===== config.mk =====
export PLATFORM = sky130hd
export DESIGN_NAME = sgm_result_fifo
export DESIGN_NICKNAME = d
export VERILOG_FILES = /design/src/rtl/sgm_result_fifo.sv
export SDC_FILE = /design/constraint.sdc
export NUM_CORES = 1
export LEC_CHECK = 0
export BUFFER_PORTS_ARGS = -buffer_cell sky130_fd_sc_hd__buf_4
export CORE_MARGIN = 2
export CORE_UTILIZATION = 45
export CTS_CLUSTER_SIZE = 16
export DETAILED_ROUTE_END_ITERATION = 7
export PLACE_DENSITY = 0.59
export SLEW_MARGIN = 20
export SYNTH_ARGS = -nofsm -noshare
export SYNTH_HDL_FRONTEND = slang
export SYNTH_SLANG_ARGS = --single-unit

===== constraint.sdc =====
create_clock -name clock -period 3.9 [get_ports clock]
set_input_delay 0.39 -clock clock [delete_from_list [all_inputs] [get_ports clock]]
set_output_delay 0.39 -clock clock [all_outputs]
set_load 0.02 [all_outputs]

===== src/rtl/sgm_result_fifo.sv =====
// ----------------------------------------------------------------------------
// Sobel gradient magnitude: result FIFO
// Holds finished results until the response side takes them. The writer
// never overruns it because the input side only takes items it has room for.
// ----------------------------------------------------------------------------
module sgm_result_fifo #(
   parameter int WIDTH = 31,
   parameter int DEPTH = 16
) (
   input  logic              clock,
   input  logic              reset,
   input  logic              in_valid,
   input  logic [WIDTH-1:0]  in_data,
   output logic              out_valid,
   input  logic              out_ready,
   output logic [WIDTH-1:0]  out_data
);

   localparam int PTR_W = $clog2(DEPTH);
   localparam int CNT_W = $clog2(DEPTH + 1);

   logic [WIDTH-1:0] mem_ff [DEPTH];
   logic [PTR_W-1:0] wr_ptr_ff, wr_ptr_in;
   logic [PTR_W-1:0] rd_ptr_ff, rd_ptr_in;
   logic [CNT_W-1:0] count_ff, count_in;
   logic             pop;

   assign out_valid = (count_ff != '0);
   assign out_data  = mem_ff[rd_ptr_ff];
   assign pop       = out_valid && out_ready;

   always_comb begin
      wr_ptr_in = wr_ptr_ff;
      rd_ptr_in = rd_ptr_ff;
      if (in_valid) begin
         wr_ptr_in = (wr_ptr_ff == PTR_W'(DEPTH - 1)) ? '0 : wr_ptr_ff + PTR_W'(1);
      end
      if (pop) begin
         rd_ptr_in = (rd_ptr_ff == PTR_W'(DEPTH - 1)) ? '0 : rd_ptr_ff + PTR_W'(1);
      end
      count_in = count_ff + CNT_W'(in_valid) - CNT_W'(pop);
   end

   always_ff @(posedge clock) begin
      if (reset) begin
         wr_ptr_ff <= '0;
         rd_ptr_ff <= '0;
         count_ff  <= '0;
      end else begin
         wr_ptr_ff <= wr_ptr_in;
         rd_ptr_ff <= rd_ptr_in;
         count_ff  <= count_in;
      end
   end

   always_ff @(posedge clock) begin
      if (in_valid) begin
         mem_ff[wr_ptr_ff] <= in_data;
      end
   end

endmodule


Word level (Yosys, flattened, before mapping):

Memories as Yosys holds them, arrays and structs flattened. A register that Yosys moved wholly into a read port is not among the register bits.
Index checks and enable logic that the tools add are counted.

* memory bits (writable): 496
* register bits after elaboration: 13
* memories kept: 1

* multiplexer cells: 6
* reduce and logical (&&, ||, !) cells: 2
* equal/unequal tests: 2
* $add $sub $neg: 4

Memories
* mem_ff: words 16, width 31, read ports 1, clocked after Yosys merged registers in 1, write ports 1, RTL line 22 `logic [WIDTH-1:0] mem_ff [DEPTH];`

Operators with widths (count)
* 2-to-1 mux 4 bit: 4
* adder 4 x 1 -> 4 bit, second input constant: 2
* equality test 4 bit, second input constant: 2
* adder 5 x 1 -> 5 bit: 1
* nonzero test 5 bit: 1
* subtractor 5 x 1 -> 5 bit: 1
* 2-to-1 mux 1 bit: 2
* logical AND 1 bit: 1

Depth between registers and ports, before layout:

* depth after elaboration: 4
* gate-level depth with buffers: 15

Worst setup path after synthesis:

No wires, ideal clock.

* path type: reg2reg
* start point: register count_ff[3]
* end point: register count_ff[4]
* data arrival time: 2635 ps
* slack: 1148 ps
* clock period less this slack: 2752 ps
* cell stages (with the launch flop): 16
* library setup time: 117 ps
* data required time: 3783 ps
* cell sequence: dfxtp_1 inv_1 ha_1 or4b_1 clkbuf_1 nand2_1 inv_2 ha_1 inv_1 ha_1 inv_1 fa_1 nor2b_1 o21bai_1 a21oi_1 nor3b_1

* cells in the longest elaborated chain, start to end: 3
* elaborated cells on any way between the ends: 4
* classes of those cells: add/sub: 2; reduce/logical: 2

Ends and longest elaborated chain
* start, declared: RTL line 25 `logic [CNT_W-1:0] count_ff, count_in;`
* start signal, assigned: RTL line 52 `count_ff <= count_in;`
* nonzero test 5 bit: RTL line 28 `assign out_valid = (count_ff != '0);`
* via out_valid: RTL line 14 `output logic out_valid,`
* logical AND 1 bit: RTL line 30 `assign pop = out_valid && out_ready;`
* subtractor 5 x 1 -> 5 bit: RTL line 41 `count_in = count_ff + CNT_W'(in_valid) - CNT_W'(pop);`

The timed path passes the listed nets, and every way through them passes these cells.
A chain may end at the register's enable or synchronous reset.

==> metrics.md <==
| Metric | Value |
|---|---|
| Status | `complete, no violations` |
| Fin. max-slew vios | `0` |
| Setup Skew | `0.00967 ns` |
| RSZ-0062 raised after global routing | `no` |
| Nets | `1011` |
| Initial core utilization | `45.4%` |
| First-pass GRT wire length | `59.8 mm` |
| Number of enable flip-flop cells after synthesis | `496` |
| Number of routed nets with antenna violations | `0` |
| Slew @ Worst Pin | `1.10 ns` |
| Cell count after synthesis | `865` |
| Via count | `8790` |
| Seq cells post-synth | `513` |
| Cell area after layout | `22400 µm²` |
| Worst hold stages | `2` |
| Most numerous cell in the Yosys netlist | `edfxtp_1` |
| Clk sinks | `513` |
| Combinational power share | `13.7%` |
| Root Driver | `clkbuf_16` |
| Worst Setup Path Type | `register to output port` |
| Routability congestion estimate | `0.717` |
| Max-cap violations | `0` |
| Startpoint types | `register` |
| Pin count of the biggest net entering global routing | `79` |
| GR Util All Layers | `18.6%` |
| PostCTS Resize Cnt | `0` |
| Reg-to-Reg Start | `count_ff[2]$_SDFF_PP0_` |
| P_sw | `2.94 mW` |
| CTS tree | `yes` |
| Worst skew pair latency | `0.58 ns` |
| Hold path start | `reset` |
| Worst-path maximum fanout | `46` |
| Post-Syn Nets | `912` |
| Synth-to-Final Area Change | `15.1%` |
| Die W | `212 µm` |
| DRT Pass-1 Iters | `5` |
| Ys async rst share | `0%` |
| Synth top area cells | `edfxtp_1 (77%), mux4_2 (14%), a22oi_1 (2.4%)` |
| Hold_ws | `0.0813 ns` |
| Post-CTS Setup Repair Bufs | `0` |
| Antenna violations before repair | `1` |
| Synth area leader | `edfxtp_1` |
| CP Capture Type | `output port` |
| Initial DRC count | `627` |
| Syn avg cell area | `22.5 µm²` |
| Tcrit/Tclk final | `78.1%` |
| Clock Pin Slew Worst Setup and Hold Paths | `0.06 ns` |
| Routed Wire Length | `40.0 mm` |
| Hold-fix buffers at CTS | `0` |
| I/O pin count | `67` |
| # port buffers | `66` |
| Clock Power Share | `37.5%` |
| Final setup vio count | `0` |
| Share of layout cells above drive strength 1 | `30.7%` |
| FMAX | `328 MHz` |
| Setup_tns | `0 ns` |
| Fill cells | `3350` |
| Vias in the first global route | `9254` |
| Dpl hpwl | `20.4 mm` |
| Commonest cells post-synth | `edfxtp_1 (496), mux4_2 (124), a22oi_1 (62)` |
| Post-synth cell types | `34` |
| Clk buf depth | `3` |
| Chip height | `212 µm` |
| Standard-cell rows | `76` |
| Post-synthesis sequential area ratio | `78.3%` |
| Synth Cell Area | `19500 µm²` |
| Synth Warn # | `0` |
| Die ar. | `44900 µm²` |
| Pleak | `7.07 nW` |
| Yosys top cell area share | `76.6%` |
| CTS Buf Count | `53` |
| Reg2Reg Setup Slack | `1.14 ns` |
| Register share of total power | `48.8%` |
| Fin crit period | `3.05 ns` |
| Global route overflow | `0` |
| Arr. time, crit path | `2.66 ns` |
| Hold Crit Class | `primary input to register` |
| Peak supply drop | `0.356 mV` |
| Vias per cell | `5.53` |
| RR Endpoint | `count_ff[4]$_SDFF_PP0_` |
| # DRC | `0` |
| P per Cell Area | `568 nW/µm²` |
| H-tree lvl count | `2` |
| Internal power | `9.78 mW` |
| Hold path endpoint | `count_ff[1]$_SDFF_PP0_` |
| Placed Area | `20700 µm²` |
| Core Footprint | `42900 µm²` |
| Ys flop type | `edfxtp_1` |
| Antenna Cells | `0` |
| Slew HR | `26.8%` |
| R2r worst-path depth | `14` |
| Req. time, crit path | `3.51 ns` |
| Final Hold Fails | `0` |
| Switching share of power | `23.1%` |
| Avg WL per Cell | `25.2 µm` |
[cell usage in the layout, fill, tap and decap left out, types with 9 or more instances in the layout]
cell	synthesis	final
mux4_2	124	124
clkinv_2	0	9
buf_4	1	81
ha_1	11	11
a22oi_1	62	62
clkbuf_16	0	55
clkinv_1	0	12
dfxtp_1	17	15
edfxtp_1	496	496
nand2_1	37	37
and2_2	0	14
clkbuf_1	21	11
inv_1	10	10
[power by group through the flow]
stage | Clock (mW) | Combinational, mW | Sequential (mW)
finish | 4.78 | 1.74 | 6.20
global route | 5.11 | 1.89 | 6.21
CTS | 4.88 | 1.79 | 6.21
detailed placement | 0 | 1.78 | 6.32
global placement | 0 | 1.77 | 6.32
floorplan | 0 | 1.33 | 6.27
[sequential cells by signal, indices dropped and copies added, names as in the netlist, named ones only]
signal	count
rd_ptr_ff	4
count_ff	5
mem_ff	496
wr_ptr_ff	4
[critical path: stages (launching register included)]
cell and delay, ns:
dfxtp_4 0.74, buf_12 0.36, mux4_2 0.35, a22oi_1 0.26, nand2_1 0.14, buf_4 0.18
[cell type report]
cell class              instances  area (µm²)  share of cell area, %
repair buffers                 88         756                   3.37
inverters                      11        41.3                  0.184
clock inverters                29         223                  0.994
multi-input cells             297        3990                   17.8
clock buffers                  66        1420                   6.33
well taps                     585         732                   3.27
flip-flops and latches        513       15200                   68.1
[worst max-delay path by stage]
stage | from | endpoint | slack [ns] | depth (start not counted)
6_report | register | out_data[0] | 0.85 | 5
3_3_place_gp | count_ff[3]$_SDFF_PP0_ | count_ff[4]$_SDFF_PP0_ | 1.16 | 14
3_5_place_dp | count_ff[2]$_SDFF_PP0_ | count_ff[4]$_SDFF_PP0_ | 1.14 | 14
4_1_cts | register | out_data[28] | 0.77 | 5
5_1_grt | register | out_data[29] | 0.66 | 5
2_1_floorplan | count_ff[3]$_SDFF_PP0_ | count_ff[4]$_SDFF_PP0_ | 1.15 | 15
[routing by layer]
| metal | vias up | GRT usage [%] | share of wire (%) |
|---|---|---|---|
| met4 | 2 | 5.20 | 1.8 |
| met1 | 4638 | 25.3 | 43 |
| met5 | - | 0 | 0.033 |
| li1 | 3845 | - | - |
| met2 | 250 | 30.7 | 50 |
| met3 | 55 | 3.66 | 5.6 |
[per-stage QoR]
stage | util, % | setup slack (ns) | total power [mW] | instances
2_1_floorplan | - | 1.15 | 7.61 | 865
3_3_place_gp | 48.2 | 1.16 | 8.09 | 1491
3_5_place_dp | 48.2 | 1.14 | 8.10 | 1491
4_1_cts | 52.1 | 0.771 | 12.9 | 1586
5_1_grt | 52.2 | 0.659 | 13.2 | 1589
6_report | 52.2 | 0.853 | 12.7 | 1589
[cell families (layout without fill, tap and decap cells)]
logic type / Yosys count / after routing / share of synthesized area (%)
DFF: 513 / 513 / 78.3
and+or+nand+nor: 80 / 80 / 2.01
buffers and inverters: 55 / 194 / 1.43
muxes: 126 / 126 / 14.5
xor gates and xnor gates: 4 / 4 / 0.180
AOI/OAI and AO/OA: 75 / 75 / 2.78
adders and majority gates: 12 / 12 / 0.810
No activity file was read; power rests on OpenSTA's default activity.
