$ cat src/rtl/sgm_pkg.sv
// ----------------------------------------------------------------------------
// Sobel gradient magnitude: shared package
// Register codes, field widths, reset values and the Sobel tap helper.
// ----------------------------------------------------------------------------
package sgm_pkg;

   localparam int PIXEL_W        = 8;
   localparam int MAG_W          = 8;
   localparam int LINE_WIDTH_W   = 11;
   localparam int FRAME_HEIGHT_W = 13;
   localparam int CSR_DATA_W     = 13;
   localparam int CSR_INDEX_W    = 1;
   localparam int TAP_W          = PIXEL_W + 2;
   localparam int GRAD_W         = TAP_W + 1;
   localparam int SQ_W           = 2 * TAP_W;
   localparam int ROOT_IN_W      = 2 * MAG_W;
   localparam int ROOT_STEPS     = MAG_W;
   localparam int MIN_DIM        = 3;
   localparam int RSP_FIFO_DEPTH = 16;

   localparam logic [LINE_WIDTH_W-1:0]   LINE_WIDTH_RESET   = 11'd512;
   localparam logic [FRAME_HEIGHT_W-1:0] FRAME_HEIGHT_RESET = 13'd512;
   localparam logic [MAG_W-1:0]          MAG_MAX            = 8'd255;

   typedef logic [PIXEL_W-1:0] pixel_type;

   typedef enum logic [CSR_INDEX_W-1:0] {
      CSR_LINE_WIDTH   = 1'b0,
      CSR_FRAME_HEIGHT = 1'b1
   } csr_index_type;

   // Request into the square root pipeline.
   typedef struct packed {
      logic                 valid;
      logic                 sat;
      logic [ROOT_IN_W-1:0] root_in;
   } root_req_type;

   // Weighted 1-2-1 sum of three pixels.
   function automatic logic [TAP_W-1:0] sobel_tap(input pixel_type a, input pixel_type b,
                                                  input pixel_type c);
      return TAP_W'(a) + (TAP_W'(b) << 1) + TAP_W'(c);
   endfunction

endpackage

$ cat src/rtl/sgm_gradient.sv
// ----------------------------------------------------------------------------
// Sobel gradient magnitude: sum of squares
// Two stages: absolute value and square of gx and gy, then their sum with
// the saturation flag for sums that need more than sixteen bits.
// ----------------------------------------------------------------------------
module sgm_gradient #(
   parameter int TAG_W = 23
) (
   input  logic                                  clock,
   input  logic                                  reset,
   input  logic                                  in_valid,
   input  logic signed [sgm_pkg::GRAD_W-1:0]     in_gx,
   input  logic signed [sgm_pkg::GRAD_W-1:0]     in_gy,
   input  logic [TAG_W-1:0]                      in_tag,
   output sgm_pkg::root_req_type                 out_req,
   output logic [TAG_W-1:0]                      out_tag
);

   localparam int ABS_W = sgm_pkg::TAP_W;
   localparam int SUM_W = sgm_pkg::SQ_W + 1;

   logic [ABS_W-1:0]            abs_x;
   logic [ABS_W-1:0]            abs_y;
   logic                        sq_valid_ff;
   logic [sgm_pkg::SQ_W-1:0]    sq_x_ff;
   logic [sgm_pkg::SQ_W-1:0]    sq_y_ff;
   logic [TAG_W-1:0]            sq_tag_ff;
   logic [SUM_W-1:0]            sum_in;
   sgm_pkg::root_req_type       req_ff;
   logic [TAG_W-1:0]            tag_ff;

   assign abs_x = in_gx[sgm_pkg::GRAD_W-1] ? ABS_W'(-in_gx) : ABS_W'(in_gx);
   assign abs_y = in_gy[sgm_pkg::GRAD_W-1] ? ABS_W'(-in_gy) : ABS_W'(in_gy);

   always_ff @(posedge clock) begin
      if (reset) begin
         sq_valid_ff <= 1'b0;
      end else begin
         sq_valid_ff <= in_valid;
      end
      sq_x_ff   <= sgm_pkg::SQ_W'(abs_x) * sgm_pkg::SQ_W'(abs_x);
      sq_y_ff   <= sgm_pkg::SQ_W'(abs_y) * sgm_pkg::SQ_W'(abs_y);
      sq_tag_ff <= in_tag;
   end

   assign sum_in = SUM_W'(sq_x_ff) + SUM_W'(sq_y_ff);

   always_ff @(posedge clock) begin
      if (reset) begin
         req_ff.valid <= 1'b0;
      end else begin
         req_ff.valid <= sq_valid_ff;
      end
      req_ff.sat     <= |sum_in[SUM_W-1:sgm_pkg::ROOT_IN_W];
      req_ff.root_in <= sum_in[sgm_pkg::ROOT_IN_W-1:0];
      tag_ff         <= sq_tag_ff;
   end

   assign out_req = req_ff;
   assign out_tag = tag_ff;

endmodule

$ cat config.mk
export PLATFORM = sky130hd
export DESIGN_NAME = sgm_gradient
export DESIGN_NICKNAME = d
export VERILOG_FILES = /design/src/rtl/sgm_pkg.sv /design/src/rtl/sgm_gradient.sv
export SDC_FILE = /design/constraint.sdc
export NUM_CORES = 1
export LEC_CHECK = 0
export CAP_MARGIN = 20
export CORE_ASPECT_RATIO = 0.7
export CORE_MARGIN = 2
export CORE_UTILIZATION = 55
export DETAILED_ROUTE_END_ITERATION = 8
export DONT_BUFFER_PORTS = 1
export PLACE_DENSITY = 0.71
export SYNTH_ARGS = -nofsm -noshare
export SYNTH_HDL_FRONTEND = slang
export SYNTH_SLANG_ARGS = --single-unit
$ cat constraint.sdc
create_clock -name clock -period 8.7 [get_ports clock]
set_input_delay 1.74 -clock clock [delete_from_list [all_inputs] [get_ports clock]]
set_output_delay 1.74 -clock clock [all_outputs]
set_load 0.02 [all_outputs]
### Word level (Yosys, flattened, before mapping)

Index checks and enable logic that the tools add are counted.

* multiplexer cells: 2
* $add $sub $neg: 3
* multipliers: 2
* reductions and logical operators: 1

Operators with widths (number)
* multiplier 10 x 10 -> 20 bit: 2
* adder 20 x 20 -> 21 bit: 1
* 2-to-1 mux 10 bit: 2
* negation 10 bit: 2
* OR reduction 5 bit: 1

* bits in registers: 105
* word-level logic and storage cells: 16

### Depth between registers and ports, before layout

* depth in word-level cells: 3
* mapped depth: 24
* mapped depth without buffers: 24

### Worst setup path before layout

Ideal clock, no wire load.

* kind: input to register
* from: input port in_gy[0] (netlist name)
* to: register sq_y_ff[17] (netlist name)
* library setup time: 0.153 ns
* arrival time: 7.153 ns
* slack: 1.394 ns
* path buffers: 1
* required time: 8.547 ns
* stages on the path: 19
* cell sequence: buf_2 or4_4 o41ai_1 xnor2_1 nand2_1 fa_1 fa_1 inv_1 fa_1 fa_1 inv_1 fa_1 inv_1 ha_1 or2_2 a21oi_1 a31o_1 o21a_1 o311ai_2

* cells in the longest elaborated chain, start to end: 3

RTL lines
* start: declaration: RTL line sgm_gradient.sv:13 `input logic signed [sgm_pkg::GRAD_W-1:0] in_gy,`
* negation 10 bit: RTL line sgm_gradient.sv:33 `assign abs_y = in_gy[sgm_pkg::GRAD_W-1] ? ABS_W'(-in_gy) : ABS_W'(in_gy);`
* 2-to-1 mux 10 bit (*): RTL line sgm_gradient.sv:33
* multiplier 10 x 10 -> 20 bit (*): RTL line sgm_gradient.sv:42 `sq_y_ff <= sgm_pkg::SQ_W'(abs_y) * sgm_pkg::SQ_W'(abs_y);`
* end signal: assignment: RTL line sgm_gradient.sv:42
* end: declaration: RTL line sgm_gradient.sv:26 `logic [sgm_pkg::SQ_W-1:0] sq_y_ff;`

Every way passes the cells marked *; elsewhere a longest branch is shown, timed or not.
A chain may end at the register's enable or synchronous reset.

### Final worst setup path

* from: input port in_gx[1] (netlist name)
* to: register sq_x_ff[19] (netlist name)

* cells in the longest elaborated chain, start to end: 3

RTL lines
* start: declaration: RTL line sgm_gradient.sv:12 `input logic signed [sgm_pkg::GRAD_W-1:0] in_gx,`
* negation 10 bit: RTL line sgm_gradient.sv:32 `assign abs_x = in_gx[sgm_pkg::GRAD_W-1] ? ABS_W'(-in_gx) : ABS_W'(in_gx);`
* 2-to-1 mux 10 bit (*): RTL line sgm_gradient.sv:32
* multiplier 10 x 10 -> 20 bit (*): RTL line sgm_gradient.sv:41 `sq_x_ff <= sgm_pkg::SQ_W'(abs_x) * sgm_pkg::SQ_W'(abs_x);`
* end signal: assignment: RTL line sgm_gradient.sv:41
* end: declaration: RTL line sgm_gradient.sv:25 `logic [sgm_pkg::SQ_W-1:0] sq_x_ff;`

Marked as above.

==> flow_summary_export.csv <==
group,metric,value,unit
status,status,"completed",
floorplanning,die-area,0.0165,mm^2
timing,fmaxAchievable,133,MHz
placed_design,io_buffers,0,
detailed_routing,drt.antenna.violating_nets,0,
timing,setup_viol,0,
worst_setup_path,path_max_fanout,8,
detailed_routing,drt_iter0_markers,281,
detailed_routing,wl_per_cell,13.8,um
clocking,cts_tree,"done",
placed_design,placedCellCount,1083,
clocking,root_buffer,"clkbuf_16",
grt,grt_pass1_vias,5606,
clocking,cts.htree.levels,3,
detailed_routing,routed_wl,15.1,mm
clocking,clk_latency,0.33,ns
floorplanning,fp.dieH,108,um
logic_synthesis,syn_inst,892,
final_layout,num_antenna_cells,0,
final_layout,layout.cells.non_filler,1099,
floorplanning,die_w,153,um
timing,maxSlewViolCount,0,
worst_hold_path,hold_depth,0,
worst_setup_path,cp_cell_sequence,"nor3_1 -> nand2_1 -> o31ai_1 -> xor2_1 -> clkinv_1 -> nand2_1 -> inv_1 -> fa_1 -> fa_1 -> fa_1 -> fa_1 -> fa_1 -> ha_1 -> nand3_1 -> a21oi_1 -> o31ai_1 -> a311oi_1 -> a311oi_1 -> or3_1 -> o211ai_1",
detailed_routing,via_per_inst,5.33,
worst_hold_path,hold_path_class,"reg2reg",
grt,antenna_found_initial,0,
floorplanning,core_area,0.0149,mm^2
grt,grt_pass1_wl,26.4,mm
final_layout,final_nets,1157,
timing,finalCritPeriodShare,0.867,
worst_hold_path,hold_path_startpoint,"sq_tag_ff[18]",
worst_setup_path,timing.rr.start,"sq_y_ff[3]",
clocking,numCtsBuffers,9,
timing,hold_viol_final,0,
placed_design,gp_congestion,0.881,
worst_setup_path,endpoint_kind,"flip-flop",
clocking,cts_hold_buffers,0,
worst_setup_path,crit_buf_inv,2,
logic_synthesis,synth_nets,1150,
logic_synthesis,yosys_warnings,0,
logic_synthesis,synth-async-reset-ratio,0,
placed_design,dpl.hpwl,12.8,mm
final_layout,most-common-layout-cells,"inv_1, ha_1, dfxtp_1",
logic_synthesis,synth-seq-cells,103,
worst_setup_path,path_delay_family,"adder cells",
clocking,clock-sinks,103,
worst_setup_path,critical_path.slowest_cell,"fa_1",
logic_synthesis,ys_seq_area_frac,0.243,
worst_setup_path,crit_required,8.96,ns
timing,fin_skew,0.0105,ns
timing,relSlewSlack,0.455,
worst_setup_path,r2r_slack,5.48,ns
worst_setup_path,startpoint_type,"primary input",
clocking,post_cts_buffers,0,
timing,rsz0062_at_grt,"no",
clocking,clock_path_buffers,2,
clocking,clk_pin_slew_worst_paths,0.07,ns
worst_setup_path,crit_arrival,7.81,ns
final_layout,syn2layout_area_growth,6.32,%
logic_synthesis,synth-main-ff-cell,"dfxtp_1",
grt,grt.total_usage,0.196,
detailed_routing,vias,5863,
worst_setup_path,reg2reg_depth,8,
floorplanning,num_rows,37,
timing,setup_tns,0,ns
worst_setup_path,r2r-end,"out_req[16]",
floorplanning,ios,89,
floorplanning,start_util,0.570,
clocking,cts-resized-gates,0,
job,drv_cap,0,
worst_hold_path,hold_end,"out_tag[18]",
final_layout,drive_gt1_frac,0.0321,
detailed_routing,drtPass1Iterations,5,
final_layout,fillers,1289,
worst_setup_path,max_stage_delay,0.56,ns
grt,overflow,0,
logic_synthesis,avgSynthCellArea,9.52,um^2
timing,fin_crit,7.54,ns
timing,worst_pin_slew,0.811,ns
final_layout,final_common_cell,"inv_1",
logic_synthesis,synth-edff-count,0,
detailed_routing,drcViolationCount,0,
worst_setup_path,cp_common_cell,"fa_1",
worst_setup_path,path_class,"in2reg",
logic_synthesis,synth_cell_types,56,
grt,grt_max_degree,17,
logic_synthesis,synth_area,0.00849,mm^2
==> layer usage <==
| layer | GRT usage | vias to the layer above | part of all wire |
|---|---|---|---|
| met2 | 0.285 | 188 | 0.41 |
| met5 | 0 | - | 0 |
| met1 | 0.301 | 2754 | 0.52 |
| met4 | 0.0384 | 0 | 0.0087 |
| met3 | 0.0449 | 11 | 0.067 |
| li1 | - | 2910 | - |
==> cells in the mapped netlist (4+ instances only) <==
cell,n,area [um^2]
inv_1,167,627
ha_1,119,1490
dfxtp_1,103,2060
fa_1,91,1820
nor2_1,87,327
nand2_1,60,225
xnor2_1,55,482
a21oi_1,30,150
xor2_1,18,158
nor3_1,16,80.1
nand3_1,11,55.1
a21o_1,10,75.1
o31ai_1,10,75.1
o21ai_0,9,45.0
a311oi_1,8,70.1
or3_1,8,50.1
nand2b_1,7,43.8
o211ai_1,7,52.6
and2_1,5,31.3
o21a_1,5,37.5
a211oi_1,4,30.0
and3_1,4,25.0
o21bai_1,4,30.0
==> registers in the layout, indices dropped and copies added, names as in the netlist <==
| name | cells |
|---|---|
| sq_tag_ff | 23 |
| out_tag | 23 |
| out_req | 18 |
| sq_x_ff | 19 |
| sq_y_ff | 19 |
| sq_valid_ff | 1 |
==> stage by stage <==
step | util | instance area, um^2 | hold slack (ns) | setup WS, ns
CTS | 0.606 | 9030 | 0.321 | 1.14
floorplan | - | 8490 | 0.310 | 1.39
global route | 0.606 | 9030 | 0.332 | 0.570
global placement | 0.585 | 8720 | 0.310 | 1.03
finish | 0.606 | 9030 | 0.323 | 1.16
detailed placement | 0.585 | 8720 | 0.312 | 0.813
==> cell families (layout without fill, tap and decap cells) <==
| family | count (synthesis) | count (layout) | share of synthesized area |
|---|---|---|---|
| compound gates | 109 | 109 | 0.0909 |
| xor+xnor | 74 | 74 | 0.0772 |
| fa+ha+maj | 210 | 210 | 0.390 |
| buf+inv | 176 | 188 | 0.0790 |
| flops | 103 | 103 | 0.243 |
| mux | 5 | 5 | 0.00663 |
| simple gates | 215 | 215 | 0.114 |
==> worst max path at each step <==
stage | startpoint | endpoint | slack, ns | cells past startpoint
2_1_floorplan | in_gy[0] | sq_y_ff[17] | 1.39 | 19
3_3_place_gp | in_gx[1] | sq_x_ff[19] | 1.03 | 20
6_report | in_gx[1] | sq_x_ff[19] | 1.16 | 20
5_1_grt | in_gx[1] | sq_x_ff[19] | 0.57 | 20
4_1_cts | in_gx[1] | sq_x_ff[19] | 1.14 | 20
3_5_place_dp | in_gx[1] | sq_x_ff[19] | 0.81 | 20
==> area by class of cell <==
class,count,area [um^2],share of cell area
Clock buffer,12,256,0.0284
Timing Repair Buffer,2,15.0,0.00166
Sequential cell,103,2060,0.228
Clock inverter,4,53.8,0.00596
Multi-Input combinational cell,613,5760,0.638
Tap cell,195,244,0.0270
Inverter,170,638,0.0707
==> worst reg2reg max path, cell delays in order, from the launching register on <==
cell and delay [ns]:
dfxtp_1 0.32, ha_1 0.31, a21o_1 0.21, a311oi_1 0.57, a211oi_1 0.25, o31ai_1 0.54, o31ai_1 0.21, mux2i_1 0.15
or4_1 0.55
Power is left out: the tool's default activity adds up to more than one toggle a clock period on the data nets, which glitch-free logic cannot reach.
