## config.mk

```make
export PLATFORM = sky130hd
export DESIGN_NAME = sgm_isqrt
export DESIGN_NICKNAME = d
export VERILOG_FILES = /design/src/rtl/sgm_pkg.sv /design/src/rtl/sgm_isqrt.sv
export SDC_FILE = /design/constraint.sdc
export NUM_CORES = 1
export LEC_CHECK = 0
export BUFFER_PORTS_ARGS = -buffer_cell sky130_fd_sc_hd__buf_2
export CAP_MARGIN = 10
export CORE_UTILIZATION = 50
export CTS_BUF_LIST = sky130_fd_sc_hd__clkbuf_4 sky130_fd_sc_hd__clkbuf_8
export CTS_CLUSTER_DIAMETER = 30
export DETAILED_ROUTE_END_ITERATION = 8
export GPL_TIMING_DRIVEN = 0
export MAX_ROUTING_LAYER = met4
export PLACE_DENSITY = 0.67
export REMOVE_ABC_BUFFERS = 1
export SLEW_MARGIN = 20
export SYNTH_ARGS = -nofsm -noshare
export SYNTH_HDL_FRONTEND = slang
export SYNTH_SLANG_ARGS = --single-unit
```

## constraint.sdc

```tcl
create_clock -name clock -period 3.65 [get_ports clock]
set_input_delay 0.73 -clock clock [delete_from_list [all_inputs] [get_ports clock]]
set_output_delay 0.73 -clock clock [all_outputs]
set_load 0.005 [all_outputs]
```

## src/rtl/sgm_pkg.sv

```systemverilog
// ----------------------------------------------------------------------------
// Sobel gradient magnitude: shared package
// Register codes, field widths, reset values and the Sobel tap helper.
// ----------------------------------------------------------------------------
package sgm_pkg;

   localparam int PIXEL_W        = 8;
   localparam int MAG_W          = 8;
   localparam int LINE_WIDTH_W   = 11;
   localparam int FRAME_HEIGHT_W = 13;
   localparam int CSR_DATA_W     = 13;
   localparam int CSR_INDEX_W    = 1;
   localparam int TAP_W          = PIXEL_W + 2;
   localparam int GRAD_W         = TAP_W + 1;
   localparam int SQ_W           = 2 * TAP_W;
   localparam int ROOT_IN_W      = 2 * MAG_W;
   localparam int ROOT_STEPS     = MAG_W;
   localparam int MIN_DIM        = 3;
   localparam int RSP_FIFO_DEPTH = 16;

   localparam logic [LINE_WIDTH_W-1:0]   LINE_WIDTH_RESET   = 11'd512;
   localparam logic [FRAME_HEIGHT_W-1:0] FRAME_HEIGHT_RESET = 13'd512;
   localparam logic [MAG_W-1:0]          MAG_MAX            = 8'd255;

   typedef logic [PIXEL_W-1:0] pixel_type;

   typedef enum logic [CSR_INDEX_W-1:0] {
      CSR_LINE_WIDTH   = 1'b0,
      CSR_FRAME_HEIGHT = 1'b1
   } csr_index_type;

   // Request into the square root pipeline.
   typedef struct packed {
      logic                 valid;
      logic                 sat;
      logic [ROOT_IN_W-1:0] root_in;
   } root_req_type;

   // Weighted 1-2-1 sum of three pixels.
   function automatic logic [TAP_W-1:0] sobel_tap(input pixel_type a, input pixel_type b,
                                                  input pixel_type c);
      return TAP_W'(a) + (TAP_W'(b) << 1) + TAP_W'(c);
   endfunction

endpackage

```

## src/rtl/sgm_isqrt.sv

```systemverilog
// ----------------------------------------------------------------------------
// Sobel gradient magnitude: integer square root
// Pipelined bit-by-bit root, one result bit per stage from the top down.
// The running square is kept so each stage only adds and compares.
// ----------------------------------------------------------------------------
module sgm_isqrt #(
   parameter int TAG_W = 23
) (
   input  logic                          clock,
   input  logic                          reset,
   input  sgm_pkg::root_req_type         in_req,
   input  logic [TAG_W-1:0]              in_tag,
   output logic                          out_valid,
   output logic [sgm_pkg::MAG_W-1:0]     out_magnitude,
   output logic [TAG_W-1:0]              out_tag
);

   localparam int STEPS = sgm_pkg::ROOT_STEPS;
   localparam int RW    = sgm_pkg::MAG_W;
   localparam int SW    = sgm_pkg::ROOT_IN_W;

   logic            valid_ff [STEPS];
   logic            sat_ff   [STEPS];
   logic [SW-1:0]   s_ff     [STEPS];
   logic [RW-1:0]   r_ff     [STEPS];
   logic [SW-1:0]   r2_ff    [STEPS];
   logic [TAG_W-1:0] tag_ff  [STEPS];

   for (genvar i = 0; i < STEPS; i++) begin : g_step
      localparam int B = STEPS - 1 - i;

      logic             valid_prev;
      logic             sat_prev;
      logic [SW-1:0]    s_prev;
      logic [RW-1:0]    r_prev;
      logic [SW-1:0]    r2_prev;
      logic [TAG_W-1:0] tag_prev;
      logic [RW-1:0]    trial;
      logic [SW-1:0]    trial_sq;

      if (i == 0) begin : g_first
         assign valid_prev = in_req.valid;
         assign sat_prev   = in_req.sat;
         assign s_prev     = in_req.root_in;
         assign r_prev     = '0;
         assign r2_prev    = '0;
         assign tag_prev   = in_tag;
      end else begin : g_next
         assign valid_prev = valid_ff[i-1];
         assign sat_prev   = sat_ff[i-1];
         assign s_prev     = s_ff[i-1];
         assign r_prev     = r_ff[i-1];
         assign r2_prev    = r2_ff[i-1];
         assign tag_prev   = tag_ff[i-1];
      end

      // (r + 2^B)^2 = r^2 + r * 2^(B+1) + 2^(2B); the trial root stays below 256.
      assign trial    = r_prev | (RW'(1) << B);
      assign trial_sq = r2_prev + (SW'(r_prev) << (B + 1)) + (SW'(1) << (2 * B));

      always_ff @(posedge clock) begin
         if (reset) begin
            valid_ff[i] <= 1'b0;
         end else begin
            valid_ff[i] <= valid_prev;
         end
         sat_ff[i] <= sat_prev;
         s_ff[i]   <= s_prev;
         tag_ff[i] <= tag_prev;
         if (trial_sq <= s_prev) begin
            r_ff[i]  <= trial;
            r2_ff[i] <= trial_sq;
         end else begin
            r_ff[i]  <= r_prev;
            r2_ff[i] <= r2_prev;
         end
      end
   end

   assign out_valid     = valid_ff[STEPS-1];
   assign out_magnitude = sat_ff[STEPS-1] ? sgm_pkg::MAG_MAX : r_ff[STEPS-1];
   assign out_tag       = tag_ff[STEPS-1];

endmodule

```

### After elaboration in Yosys (flattened, before gate mapping)

Memories as Yosys holds them, arrays and structs flattened.
Cells that the tools add are included.

| storage, ports and cells | value |
|---|---|
| register bits | 0 |
| bits in writable memories | 520 |
| input bits | 43 |
| output and inout bits | 32 |
| logic and storage cells | 104 |
| memories kept | 6 |

| operators by class | value |
|---|---|
| $add $sub $neg | 14 |
| $lt $le $gt $ge | 8 |
| muxes and demuxes | 52 |
| bitwise operators | 24 |

Memory list:

| memory | depth | bits a word | rd ports | clocked after memory_dff | wr ports | RTL line | text |
|---|---|---|---|---|---|---|---|
| tag_ff | 8 | 23 | 8 | 0 | 8 | sgm_isqrt.sv:27 | `logic [TAG_W-1:0] tag_ff [STEPS];` |
| r2_ff | 8 | 16 | 7 | 0 | 8 | sgm_isqrt.sv:26 | `logic [SW-1:0] r2_ff [STEPS];` |
| s_ff | 8 | 16 | 7 | 0 | 8 | sgm_isqrt.sv:24 | `logic [SW-1:0] s_ff [STEPS];` |
| r_ff | 8 | 8 | 8 | 0 | 8 | sgm_isqrt.sv:25 | `logic [RW-1:0] r_ff [STEPS];` |
| sat_ff | 8 | 1 | 8 | 0 | 8 | sgm_isqrt.sv:23 | `logic sat_ff [STEPS];` |
| valid_ff | 8 | 1 | 8 | 0 | 8 | sgm_isqrt.sv:22 | `logic valid_ff [STEPS];` |

Operators by type and width:

| cell | number |
|---|---|
| 2-to-1 mux 16 bit | 8 |
| less-or-equal comparator 16 bit | 7 |
| 2-to-1 mux 8 bit | 9 |
| 2-to-1 mux 1 bit | 35 |
| OR 1 bit | 24 |
| adder 16 x 1 -> 16 bit, second input constant | 1 |
| adder 16 x 10 -> 16 bit | 1 |
| adder 16 x 11 -> 16 bit | 1 |
| adder 16 x 11 -> 16 bit, second input constant | 1 |
| adder 16 x 12 -> 16 bit | 1 |
| adder 16 x 13 -> 16 bit | 1 |
| adder 16 x 13 -> 16 bit, second input constant | 1 |
| adder 16 x 14 -> 16 bit | 1 |
| adder 16 x 15 -> 16 bit | 1 |
| adder 16 x 3 -> 16 bit, second input constant | 1 |
| adder 16 x 5 -> 16 bit, second input constant | 1 |
| adder 16 x 7 -> 16 bit, second input constant | 1 |
| adder 16 x 9 -> 16 bit | 1 |
| adder 16 x 9 -> 16 bit, second input constant | 1 |
| less-or-equal comparator 15 x 16 -> 1 bit, first input constant | 1 |

### Logic depth before layout (Yosys ltp)

An unclocked memory read counts as a cell.

| depth | value |
|---|---|
| word-level depth | 7 |
| gate-level depth with buffers | 15 |
| depth with buffers taken out | 15 |

### Worst setup path after synthesis

OpenSTA, ideal clock, no wires.

| timing | value |
|---|---|
| kind | register to register |
| start | memory r_ff[1][12] (netlist name) |
| end | memory r2_ff[3][14] (netlist name) |
| library setup time | 0.072 ns |
| data arrival time | 3.106 ns |
| required time | 3.578 ns |
| slack | 0.473 ns |
| cell stages (with the launch flop) | 16 |
| buffers on the path | 1 |
| period minus slack after synthesis | 3.177 ns |
| cell sequence | dfxtp_1 -> ha_1 -> a31oi_1 -> o21bai_1 -> and4_1 -> o211ai_1 -> nor2_1 -> xor2_1 -> ha_1 -> nand4_1 -> nor4_1 -> nor3b_1 -> o22ai_1 -> buf_6 -> nor3_2 -> xor2_1 |

RTL lines:

| item | RTL line |
|---|---|
| from (decl) | sgm_isqrt.sv:25 |
| to (decl) | sgm_isqrt.sv:26 |

==> report_table.html <==
<table>
<tr><th>Metric</th><th>Value</th></tr>
<tr><th colspan="2">Outcome</th></tr>
<tr><td>Run status</td><td>complete, no violations</td></tr>
<tr><th colspan="2">Floorplan</th></tr>
<tr><td>Die Outline Area</td><td>22,400 um^2</td></tr>
<tr><td>Height of the chip</td><td>150 um</td></tr>
<tr><td>Die outline width</td><td>150 um</td></tr>
<tr><td>Top-level port count</td><td>75</td></tr>
<tr><td>Starting Density</td><td>51.4%</td></tr>
<tr><td>Area of the core</td><td>21,200 um^2</td></tr>
<tr><td>Number of placement rows</td><td>53</td></tr>
<tr><th colspan="2">Timing</th></tr>
<tr><td>Post-layout minimum cycle time</td><td>3.55 ns</td></tr>
<tr><td>Unrepaired setup endpoints after global routing</td><td>yes</td></tr>
<tr><td>Slew at the pin closest to its max-slew limit</td><td>0.577 ns</td></tr>
<tr><td>Final clock period utilization by the worst path</td><td>97.1%</td></tr>
<tr><td>Fin. max-slew vios</td><td>0</td></tr>
<tr><td>Clock Skews</td><td>0.0168 ns</td></tr>
<tr><td>Worst slew margin</td><td>61.1%</td></tr>
<tr><td>Total of endpoints with negative setup slack in the final report</td><td>0</td></tr>
<tr><td>Total count of hold-check failures in the final report</td><td>0</td></tr>
<tr><td>Maximum achievable frequency</td><td>282 MHz</td></tr>
<tr><th colspan="2">Clock network</th></tr>
<tr><td>Total clock sinks</td><td>391</td></tr>
<tr><td>Clock edge transition at the registers on the reported setup and hold paths</td><td>0.06 ns</td></tr>
<tr><td>Root Driver</td><td>sky130_fd_sc_hd__clkbuf_8</td></tr>
<tr><td>Clock latency on the worst-skew pair</td><td>0.58 ns</td></tr>
<tr><td>H-tree level count</td><td>2</td></tr>
<tr><td>Deepest clock path buffer count</td><td>3</td></tr>
<tr><td>Number of buffers added to fix hold violations after cts</td><td>0</td></tr>
<tr><td>Clock tree from TritonCTS</td><td>built</td></tr>
<tr><td>Number of buffers added by the clock tree synthesis step</td><td>60</td></tr>
<tr><th colspan="2">Synthesis</th></tr>
<tr><td>Cell count after synthesis</td><td>825</td></tr>
<tr><td>Flip-flop cell with the highest count after synthesis</td><td>sky130_fd_sc_hd__dfxtp_1</td></tr>
<tr><td>Proportion of synthesized flip-flops having asynchronous set or reset</td><td>0%</td></tr>
<tr><td>Top area cells in the synthesized netlist</td><td>sky130_fd_sc_hd__dfxtp_1, sky130_fd_sc_hd__ha_1, sky130_fd_sc_hd__xnor2_1</td></tr>
<tr><td>Sequential share of the synthesized area</td><td>71.8%</td></tr>
<tr><td>Area fraction of the dominant cell type after synthesis</td><td>71.8%</td></tr>
<tr><td>Number of enable-type register cells in the synthesized netlist</td><td>0</td></tr>
<tr><td>Ys Warns</td><td>0</td></tr>
<tr><td>Largest area contributor in the netlist</td><td>sky130_fd_sc_hd__dfxtp_1</td></tr>
<tr><td>Mean cell area of the mapped netlist</td><td>13.2 um^2</td></tr>
<tr><td>Flip-flop and latch count after synthesis</td><td>391</td></tr>
<tr><td>Number of distinct library cells after synthesis</td><td>45</td></tr>
<tr><td>Post-Syn Area</td><td>10,900 um^2</td></tr>
<tr><th colspan="2">Place</th></tr>
<tr><td>Area of placed instances</td><td>11,600 um^2</td></tr>
<tr><td>Buffers on Ports</td><td>74</td></tr>
<tr><td>Placed wire-length estimate</td><td>10,000 um</td></tr>
<tr><td>RePlAce Congestion</td><td>0.841</td></tr>
<tr><th colspan="2">Routing</th></tr>
<tr><td>DRC violations left</td><td>0</td></tr>
<tr><td>Total Routed Length</td><td>14,800 um</td></tr>
<tr><td>Routed WL per cell</td><td>11.5 um</td></tr>
<tr><td>Antenna viol nets, final</td><td>0</td></tr>
<tr><td>Number of vias per cell</td><td>4.46</td></tr>
<tr><td>Detailed router's first-iteration violation count</td><td>184</td></tr>
<tr><td>First-pass detailed-route iteration total</td><td>4</td></tr>
<tr><td>Via count</td><td>5,728</td></tr>
<tr><th colspan="2">Worst setup path</th></tr>
<tr><td>Kind of cell with the highest combined delay on the critical path</td><td>compound AO/OA/AOI/OAI gates</td></tr>
<tr><td>Worst r2r src</td><td>r_ff[1][12]</td></tr>
<tr><td>Most frequent cell on the critical path</td><td>sky130_fd_sc_hd__buf_4</td></tr>
<tr><td>Maximum fanout along the worst path</td><td>6</td></tr>
<tr><td>Largest stage delay on the critical path</td><td>0.36 ns</td></tr>
<tr><td>Required time worst endpoint</td><td>4.12 ns</td></tr>
<tr><td>Worst setup SP type</td><td>register</td></tr>
<tr><td>Buffers plus inverters on the worst setup path</td><td>3</td></tr>
<tr><td>Cell at the slowest stage of the critical path</td><td>sky130_fd_sc_hd__dfxtp_1</td></tr>
<tr><td>Setup CP Type</td><td>register to register</td></tr>
<tr><td>Origin of the worst setup path</td><td>r_ff[1][12]</td></tr>
<tr><td>Cell chain of the critical path</td><td>ha_2, a31oi_2, o21bai_1, and4_1, o211ai_1, nor2_1, xor2_1, ha_1, nand4_1, buf_4, a211oi_4, a2111oi_4, buf_4, o22ai_4, inv_2, and2_1</td></tr>
<tr><td>Arrival time at the worst endpoint</td><td>4.01 ns</td></tr>
<tr><td>Worst setup EP type</td><td>register</td></tr>
<tr><th colspan="2">Final layout</th></tr>
<tr><td>Net count, final</td><td>1,081</td></tr>
<tr><td>Share of final-layout standard cells stronger than drive strength 1</td><td>21.5%</td></tr>
<tr><td>Area used by sequential logic in the layout</td><td>7830 um^2</td></tr>
<tr><td>Most common cell after layout, fill and taps aside</td><td>sky130_fd_sc_hd__dfxtp_1</td></tr>
<tr><td>Fill cells</td><td>1,669</td></tr>
<tr><td>Number of diodes added for antenna fixing</td><td>0</td></tr>
<tr><td>Post-layout instance area</td><td>13,100 um^2</td></tr>
<tr><td>Area of the multi-input gates</td><td>2930 um^2</td></tr>
<tr><td>Layout overhead on the synthesized area</td><td>20.2%</td></tr>
<tr><td>Leading cell types in the layout, fill and taps excluded</td><td>sky130_fd_sc_hd__dfxtp_1, sky130_fd_sc_hd__buf_2, sky130_fd_sc_hd__ha_1, sky130_fd_sc_hd__clkbuf_8, sky130_fd_sc_hd__inv_1</td></tr>
<tr><th colspan="2">Flow run</th></tr>
<tr><td>Max Cap Viol</td><td>0</td></tr>
<tr><th colspan="2">Global route</th></tr>
<tr><td>Global-route usage over all layers</td><td>14.2%</td></tr>
<tr><td>Total congestion overflow</td><td>0</td></tr>
<tr><td>Initial antenna violation count</td><td>0</td></tr>
<tr><td>Maximum number of pins on one net before global-route repair</td><td>18</td></tr>
<tr><td>Vias in the first global route</td><td>5,666</td></tr>
<tr><td>Wire length of the first global-routing pass</td><td>24,600 um</td></tr>
<tr><th colspan="2">Power and ir drop</th></tr>
<tr><td>Total design power</td><td>11.7 mW</td></tr>
<tr><td>Leakage power of the design</td><td>5.93 nW</td></tr>
<tr><td>Power per cell area</td><td>896 nW/um^2</td></tr>
<tr><td>Worst ir drop on vdd</td><td>0.000586 V</td></tr>
<tr><th colspan="2">Hold path</th></tr>
<tr><td>Class of the most critical hold timing path</td><td>input pin to register</td></tr>
<tr><td>Worst hold path startpoint</td><td>in_tag[18]</td></tr>
</table>
[state kept, by name, indices dropped and copies added, names as in the netlist]
name      count
s_ff        112
tag_ff      184
sat_ff        8
r2_ff        49
r_ff         30
valid_ff      8
[worst reg2reg max path: stages (launching register included)]
cell,delay [ns]
sky130_fd_sc_hd__dfxtp_1,0.36
sky130_fd_sc_hd__ha_2,0.32
sky130_fd_sc_hd__a31oi_2,0.19
sky130_fd_sc_hd__o21bai_1,0.11
sky130_fd_sc_hd__and4_1,0.22
sky130_fd_sc_hd__o211ai_1,0.27
sky130_fd_sc_hd__nor2_1,0.10
sky130_fd_sc_hd__xor2_1,0.15
sky130_fd_sc_hd__ha_1,0.32
sky130_fd_sc_hd__nand4_1,0.20
sky130_fd_sc_hd__buf_4,0.21
sky130_fd_sc_hd__a211oi_4,0.25
sky130_fd_sc_hd__a2111oi_4,0.05
sky130_fd_sc_hd__buf_4,0.17
sky130_fd_sc_hd__o22ai_4,0.23
sky130_fd_sc_hd__inv_2,0.11
sky130_fd_sc_hd__and2_1,0.17
[power by group]
part           switching, mW  leakage, nW  internal [mW]
Combinational           1.46         1.94           1.33
Sequential             0.305         3.29           4.79
Clock                   1.57        0.693           2.29
Total                   3.33         5.93           8.41
[synth_stat cells, types with 2 or more instances]
cell / count
sky130_fd_sc_hd__dfxtp_1: 391
sky130_fd_sc_hd__ha_1: 72
sky130_fd_sc_hd__inv_1: 62
sky130_fd_sc_hd__nand2_1: 44
sky130_fd_sc_hd__xnor2_1: 34
sky130_fd_sc_hd__xor2_1: 28
sky130_fd_sc_hd__a21oi_1: 24
sky130_fd_sc_hd__nor2_1: 23
sky130_fd_sc_hd__a21o_1: 12
sky130_fd_sc_hd__nand4_1: 11
sky130_fd_sc_hd__nor2b_1: 11
sky130_fd_sc_hd__o21ai_0: 11
sky130_fd_sc_hd__or2_2: 9
sky130_fd_sc_hd__nand3_1: 8
sky130_fd_sc_hd__mux2_2: 7
sky130_fd_sc_hd__nor4_1: 7
sky130_fd_sc_hd__and2_1: 6
sky130_fd_sc_hd__and3_1: 6
sky130_fd_sc_hd__nor3_1: 6
sky130_fd_sc_hd__a31oi_1: 5
sky130_fd_sc_hd__nor4b_1: 5
sky130_fd_sc_hd__a211oi_1: 4
sky130_fd_sc_hd__and4_1: 3
sky130_fd_sc_hd__nand2b_1: 3
sky130_fd_sc_hd__nor3b_1: 3
sky130_fd_sc_hd__o21bai_1: 3
sky130_fd_sc_hd__a22oi_1: 2
sky130_fd_sc_hd__buf_6: 2
sky130_fd_sc_hd__nand3b_1: 2
sky130_fd_sc_hd__nand4b_1: 2
sky130_fd_sc_hd__o21ai_1: 2
sky130_fd_sc_hd__o221ai_1: 2
sky130_fd_sc_hd__or3_1: 2
sky130_fd_sc_hd__or4b_1: 2
[per-stage QoR]
step           setup slack [ns]  hold slack [ns]  utilization [%]  std cells  TNS (ns)
3_3_place_gp             -0.800            0.310             54.7       1172     -8.84
2_1_floorplan             0.207            0.310                -        823         0
3_5_place_dp             -0.787            0.312             54.7       1172     -9.02
4_1_cts                  0.0376            0.201             61.4       1279         0
6_report                  0.104            0.246             61.8       1283         0
5_1_grt                 -0.0850            0.189             61.8       1283    -0.433
[worst paths after layout]
kind / end / slack [ns] / cells past startpoint
setup / recovery: r2_ff[3][5] / 0.10 / 16
hold / removal: tag_ff[0][18] / 0.25 / 1
setup reg to reg: r2_ff[3][5] / 0.10 / 16
hold reg to reg: tag_ff[0][34] / 0.32 / 0
[what timing repair did]
item	in CTS	in global routing
endpoints found under the setup margin	13	21
setup buffers	3	3
pin swaps	2	5
gates resized for setup	7	10
cloned	0	1
hold endpoints to repair	0	0
[cell families after synthesis]
group | share of synthesized area (%)
multiplexers | 0.723
XOR/XNOR | 4.98
AND/OR/NAND/NOR | 7.59
buffers and inverters | 2.34
flip-flops | 71.8
AO/OA/AOI/OAI | 4.35
adder cells (fa/ha/maj) | 8.26
[layer usage]
metal	GRT usage [%]	share of wire (%)	up-vias	wire length, um
met4	8.38	4.1	0	605
li1	-	-	3025	-
met5	-	0	-	0
met3	3.99	4.5	44	663
met2	23.3	47	120	6990
met1	15.2	44	2539	6510
[cell type report]
class,count,area share [%]
repair buffers,80,3.17
multi-input cells,371,22.4
well taps,275,2.62
clock buffers,79,7.86
clock inverters,25,2.48
flip-flops and latches,391,59.7
inverters,62,1.78
(Power assumes the default switching activity.)
